File: src/rtl/vrp_pkg.sv
`default_nettype none

package vrp_pkg;

	localparam int COORD_FRAC_BITS_DEF = 8;

	// angle to radians: pi in Q16.16, plus rounding terms of the two divides
	localparam logic [17:0] PI_Q16   = 18'd205887;
	localparam logic [20:0] PI7_Q16  = 21'd1441209;
	localparam logic [8:0]  RX_ROUND = 9'd180;
	localparam logic [10:0] RY_ROUND = 11'd1800;

	// exact reciprocal multipliers for the constant divides
	localparam int RX_SHIFT   = 37;
	localparam int RY_SHIFT   = 43;
	localparam int DIV3_SHIFT = 31;
	localparam longint unsigned RX_MAGIC_L = ((64'd1 << RX_SHIFT) + 64'd359) / 64'd360;
	localparam longint unsigned RY_MAGIC_L = ((64'd1 << RY_SHIFT) + 64'd3599) / 64'd3600;
	localparam longint unsigned DIV3_MAGIC_L = ((64'd1 << DIV3_SHIFT) + 64'd2) / 64'd3;
	localparam logic [28:0] RX_MAGIC   = 29'(RX_MAGIC_L);
	localparam logic [31:0] RY_MAGIC   = 32'(RY_MAGIC_L);
	localparam logic [29:0] DIV3_MAGIC = 30'(DIV3_MAGIC_L);

	localparam int ANG_R_W     = 20;
	localparam int TRIG_W      = 29;
	localparam int TRIG_STAGES = 4;
	localparam int QUO_W       = 17;
	localparam logic [16:0] ONE_Q16 = 17'd65536;

	localparam int ADDR_W = 5;
	localparam int DATA_W = 32;

	typedef enum logic [2:0] {
		REG_CENTER_X = 3'd0,
		REG_CENTER_Y = 3'd1,
		REG_FOCAL    = 3'd2,
		REG_BIAS     = 3'd3,
		REG_SCALE    = 3'd4
	} reg_idx_t;

	localparam logic [11:0] CENTER_X_RST = 12'd512;
	localparam logic [11:0] CENTER_Y_RST = 12'd384;
	localparam logic [9:0]  FOCAL_RST    = 10'd200;
	localparam logic [7:0]  BIAS_RST     = 8'd4;
	localparam logic [9:0]  SCALE_RST    = 10'd120;

	typedef struct packed {
		logic signed [15:0] x;
		logic signed [15:0] y;
		logic signed [15:0] z;
	} vtx_t;

	typedef struct packed {
		logic valid;
		logic dbad;
		logic negx;
		logic negy;
		logic satx;
		logic saty;
	} side_t;

endpackage

`default_nettype wire

File: src/rtl/vrp_trig.sv
`default_nettype none

module vrp_trig (
	input  wire logic                                 clk,
	input  wire logic                                 en,
	input  wire logic [vrp_pkg::ANG_R_W-1:0]          r,
	output logic signed [vrp_pkg::TRIG_W-1:0]         cosine,
	output logic signed [vrp_pkg::TRIG_W-1:0]         sine
);
	import vrp_pkg::*;

	logic [ANG_R_W-1:0] r_s1, r_s2, r_s3;
	logic [39:0]        sq_s1;
	logic [23:0]        r2_s2, r2_s3;
	logic [43:0]        r3p_s2;
	logic [47:0]        r4p_s2;
	logic [56:0]        d6p_s3;
	logic [58:0]        d24p_s3;
	logic [23:0]        r2;

	assign r2 = sq_s1[39:16];

	always_ff @(posedge clk) begin
		if (en) begin
			r_s1    <= r;
			sq_s1   <= 40'(r) * 40'(r);
			r_s2    <= r_s1;
			r2_s2   <= r2;
			r3p_s2  <= 44'(r2) * 44'(r_s1);
			r4p_s2  <= 48'(r2) * 48'(r2);
			r_s3    <= r_s2;
			r2_s3   <= r2_s2;
			// r3/6 as (r3>>1)/3, r4/24 as (r4>>3)/3
			d6p_s3  <= 57'(r3p_s2[43:17]) * 57'(DIV3_MAGIC);
			d24p_s3 <= 59'(r4p_s2[47:19]) * 59'(DIV3_MAGIC);
			cosine  <= TRIG_W'(ONE_Q16) - TRIG_W'(r2_s3[23:1])
				+ TRIG_W'(d24p_s3[58:DIV3_SHIFT]);
			sine    <= TRIG_W'(r_s3) - TRIG_W'(d6p_s3[56:DIV3_SHIFT]);
		end
	end

endmodule

`default_nettype wire

File: config.mk
export PLATFORM = sky130hd
export DESIGN_NAME = vrp_trig
export DESIGN_NICKNAME = d
export VERILOG_FILES = /design/src/rtl/vrp_pkg.sv /design/src/rtl/vrp_trig.sv
export SDC_FILE = /design/constraint.sdc
export NUM_CORES = 2
export LEC_CHECK = 0
export BUFFER_PORTS_ARGS = -buffer_cell sky130_fd_sc_hd__buf_2
export CELL_PAD_IN_SITES_DETAIL_PLACEMENT = 0
export CELL_PAD_IN_SITES_GLOBAL_PLACEMENT = 2
export CORE_UTILIZATION = 44
export DETAILED_ROUTE_END_ITERATION = 6
export GPL_TIMING_DRIVEN = 0
export PLACE_DENSITY_LB_ADDON = 0.1
export SLEW_MARGIN = 10
export SYNTH_ARGS = -nofsm -noshare
export SYNTH_HDL_FRONTEND = slang
export SYNTH_SLANG_ARGS = --single-unit
export TNS_END_PERCENT = 100
File: constraint.sdc
create_clock -name clk -period 8.7 [get_ports clk]
set_clock_uncertainty 0.05 [all_clocks]
set_input_delay 0.435 -clock clk [delete_from_list [all_inputs] [get_ports clk]]
set_output_delay 0.435 -clock clk [all_outputs]
set_load 0.05 [all_outputs]
## Word-level counts from Yosys, hierarchy flattened

Cells that the tools add are included.

- Register bits after elaboration: 414
- Input bits: 22
- Output and inout port bits: 58
- Logic and storage cells: 20

- Add/sub/neg operators: 3
- Multipliers: 5

Operator list:

| cell | count |
|---|---|
| 29-bit by 30-bit multiplier with 59-bit output, second input constant | 1 |
| 27-bit by 30-bit multiplier with 57-bit output, second input constant | 1 |
| 24-bit by 24-bit multiplier with 48-bit output | 1 |
| 24-bit by 20-bit multiplier with 44-bit output | 1 |
| 20-bit by 20-bit multiplier with 40-bit output | 1 |
| 29-bit by 28-bit adder with 29-bit output | 1 |
| 20-bit by 26-bit subtractor with 27-bit output | 1 |
| 17-bit by 23-bit subtractor with 24-bit output, first input constant | 1 |

## Logic depth before layout (Yosys ltp)

- Depth after elaboration: 2
- Gate-level depth with buffers: 28

## Least setup slack after synthesis

Ideal clock, no wire load.

- Path kind: reg2reg
- Start: register sq_s1[18]
- End: register r4p_s2[46], data pin
- Arrival time: 7.267 ns
- Data required time: 8.392 ns
- Path slack: 1.125 ns
- Cell stages (with the launch flop): 29
- Path buffers: 2
- Period minus slack after synthesis: 7.575 ns
- Cell sequence: edfxtp_1 -> clkbuf_1 -> clkbuf_1 -> nand2_1 -> fa_1 -> inv_1 -> fa_1 -> inv_1 -> fa_1 -> inv_1 -> fa_1 -> inv_1 -> fa_1 -> inv_1 -> fa_1 -> inv_1 -> fa_1 -> inv_1 -> ha_1 -> a21oi_1 -> o211a_1 -> a2bb2oi_1 -> a221oi_1 -> nand3_1 -> a2111oi_0 -> o2111ai_1 -> nand3b_1 -> a21oi_1 -> xnor2_1

- Cells in the longest elaborated chain, start to end: 1

Ends and longest elaborated chain:

| what | line | source |
|---|---|---|
| start, declared | vrp_trig.sv:13 | `logic [39:0] sq_s1;` |
| start signal, assigned | vrp_trig.sv:26 | `sq_s1 <= 40'(r) * 40'(r);` |
| 24-bit by 24-bit multiplier with 48-bit output | vrp_trig.sv:30 | `r4p_s2 <= 48'(r2) * 48'(r2);` |
| end signal, assigned | vrp_trig.sv:30 |  |
| end, declared | vrp_trig.sv:16 | `logic [47:0] r4p_s2;` |

Every way passes these cells.
A chain may end at the register's enable or synchronous reset.

## Worst setup path after layout

- Start: register sq_s1[21]
- End: register r3p_s2[42], data pin

- Cells in the longest elaborated chain, start to end: 1

Ends and longest elaborated chain:

| what | line | source |
|---|---|---|
| 24-bit by 20-bit multiplier with 44-bit output | vrp_trig.sv:29 | `r3p_s2 <= 44'(r2) * 44'(r_s1);` |
| end signal, assigned | vrp_trig.sv:29 |  |
| end, declared | vrp_trig.sv:15 | `logic [43:0] r3p_s2;` |

Every way passes these cells.

==> flow_metrics.tcl <==
set metrics [dict create \
    status "finished, violations left" \
    cp_slowest_cell "edfxtp_1" \
    fmax_mhz 118 \
    regToRegSetupSlack_ns 0.23 \
    synth-simple-area-share_pct 9.21 \
    coreArea_um2 163000 \
    cts_buffers 39 \
    port-buffer-count 79 \
    crit_path_frequent_cell "fa_1" \
    min_path_type "in -> reg" \
    drt_iter0_drc 2881 \
    synth_cell_type_count 68 \
    slew_viol_final 0 \
    wl_um 203000 \
    fin_crit_ns 8.47 \
    async_flop_share_pct 0 \
    hpwl_um 169000 \
    core.rowCount 148 \
    rsz0062_at_grt "false" \
    cap_violations 0 \
    hold_path_end "r_s1[2]" \
    synth_ff_type "edfxtp_1" \
    die_h_um 406 \
    wl_per_cell_um 21.3 \
    via_per_inst 4.99 \
    drcViolationCount 2 \
    syn_area_per_cell_um2 10.1 \
    finalSetupViolations 0 \
    cts_tree "yes" \
    dieArea_um2 165000 \
    crit_path_max_fanout 11 \
    num_vias 47574 \
    yosysMostFrequentCell "inv_1" \
    die_x_um 406 \
    reg2reg_from "sq_s1[21]" \
    worstPathRequired_ns 9.00 \
    num-fill-cells 15775 \
    setup_tns_ns 0 \
    synth_xor_area_share_pct 2.51 \
    root_buffer "clkbuf_16" \
    synth.area.top_cells "fa_1, ha_1, edfxtp_1, inv_1, and2_1" \
    grt_util_all_layers_pct 25.5 \
    clk_latency_ns 0.63 \
    initial_core_util_pct 44.2 \
    end_kind "flop" \
    rr_worst_depth 29 \
    relSlewSlack_pct 24.1 \
    ys_seq_area_share_pct 12.4 \
    start_kind "flop" \
    first_pass_iters 7 \
    ant_nets 0 \
    synth_compound_area_share_pct 4.46 \
    place_area_um2 75100 \
    nNetsFinal 9845 \
    synth_area_leader_cell "fa_1" \
    synth_area_um2 71900 \
    dp_cells 9401 \
    min_from "r[2]" \
    grt_max_degree 116 \
    synthAdderAreaFrac_pct 59.5 \
    drive_gt1_share_pct 4.38 \
    final_area_um2 77400 \
    place_congestion 0.924 \
    antenna_found_initial 24 \
    synth_common_cells "inv_1, fa_1, ha_1" \
    yosys_warnings 0 \
    finalCritPeriodShare_pct 97.3 \
    crit_path_max_incr_delay_ns 0.56 \
    cts.sinks 296 \
    tightest_slew_ns 1.14 \
    synth_edf_count 296 \
    num_io_pins 80 \
    cp.arrival_ns 8.77 \
    syn-num-nets 9672 \
    syn_to_final_growth_pct 7.61 \
    grt_pass1_wl_um 312000 \
    h-tree-depth 2 \
    violations "DRC" \
    synth_cells 7144 \
    min_path_cells 1 \
    cts_buffer_depth 3 \
    synth-seq-cells 296 \
    timing_hold_violations_final 0 \
    muxShareOfSynthArea_pct 0.0591 \
    synth_top_area_share_pct 42.3 \
    synth_top_family_by_area "adder cells" \
    gr-total-overflow 0 \
    rr_endpoint "r3p_s2[42]" \
    fin_cells 9528 \
    clk_pin_slew_ns 0.06 \
    first_global_vias 51823 \
    crit_type "reg -> reg" \
]
sequential cells by signal, summed over array words and instances, names as in the netlist:
signal / count
cosine: 29
r4p_s2: 29
d24p_s3: 28
r3p_s2: 27
sine: 27
d6p_s3: 26
sq_s1: 24
r2_s2: 23
r2_s3: 23
r_s1: 20
r_s2: 20
r_s3: 20
timing repair:
action	in CTS	in global routing
buffers inserted	42	7
hold endpoints to repair	8	0
resized for setup	111	67
setup endpoints to repair	72	34
hold buffers	8	0
pin swaps	0	4
critical path: cells and delay by family (launching register included):
family          cells  cell delay [ns]
xor+xnor            1             0.14
buf+inv            10             1.37
flops               1             0.56
fa+ha+maj           8             3.74
compound gates      8             1.96
simple gates        2             0.35
cell families (layout without fill, tap and decap cells):
logic type / after synthesis / in the layout
XOR/XNOR: 206 / 206
AND/OR/NAND/NOR: 1347 / 1347
adder cells (fa/ha/maj): 2506 / 2506
multiplexers: 4 / 4
buffers and inverters: 2289 / 2492
other: 0 / 6
flip-flops: 296 / 296
AO/OA/AOI/OAI: 496 / 496
worst max-delay path by stage:
stage | startpoint | to | slack [ns] | depth (start not counted)
floorplan | sq_s1[18] | r4p_s2[46] | 1.13 | 28
global placement | sq_s1[18] | r4p_s2[44] | -2.47 | 26
detailed placement | sq_s1[18] | r4p_s2[46] | -2.14 | 26
CTS | sq_s1[23] | r4p_s2[46] | 0.0004 | 28
global route | sq_s1[24] | r4p_s2[46] | 0.0005 | 27
finish | sq_s1[21] | r3p_s2[42] | 0.23 | 29
through the flow:
stage	utilization (%)	hold slack, ns	setup WS (ns)
6_report	47.6	0.0694	0.232
5_1_grt	47.6	0.0738	0.000488
4_1_cts	47.5	0.0399	0.000392
3_5_place_dp	46.2	0.355	-2.14
3_3_place_gp	46.2	0.351	-2.47
2_1_floorplan	-	0.350	1.13
per-layer routing:
layer  track usage [%]  part of all wire [%]
met1              36.5                    46
met2              40.7                    46
met3              3.97                   5.9
met4              5.71                   2.3
met5                 0                 0.046
layout make-up:
| cell class | instances | area [um2] | share of cell area, % |
|---|---|---|---|
| flip-flops and latches | 296 | 8890 | 11.5 |
| multi-input cells | 4559 | 54600 | 70.5 |
| clock buffers | 43 | 991 | 1.28 |
| well taps | 2175 | 2720 | 3.52 |
| inverters | 2110 | 7920 | 10.2 |
| repair buffers | 139 | 1090 | 1.40 |
| clock inverters | 28 | 355 | 0.459 |
| diodes | 6 | 15.0 | 0.0194 |
| plain buffers | 172 | 853 | 1.10 |
cells in the final DEF, fill, tap and decap left out, drive strengths merged, types with 20 or more instances in the layout:
master  synthesis  routed
and2          412     412
inv          2110    2114
clkbuf        177     195
xnor2         141     141
xor2           65      65
a21oi         153     153
buf             2     149
edfxtp        296     296
and3           25      25
nand4          27      27
fa           1519    1519
nand2b         20      20
o21ai          85      85
o21a           24      24
nand2         592     592
nor3           40      40
a21o           97      97
nor2          133     133
nand3          27      27
ha            987     987
nor2b          25      25
Power is left out: the tool's default activity adds up to more than one toggle a clock period on the data nets, which glitch-free logic cannot reach.
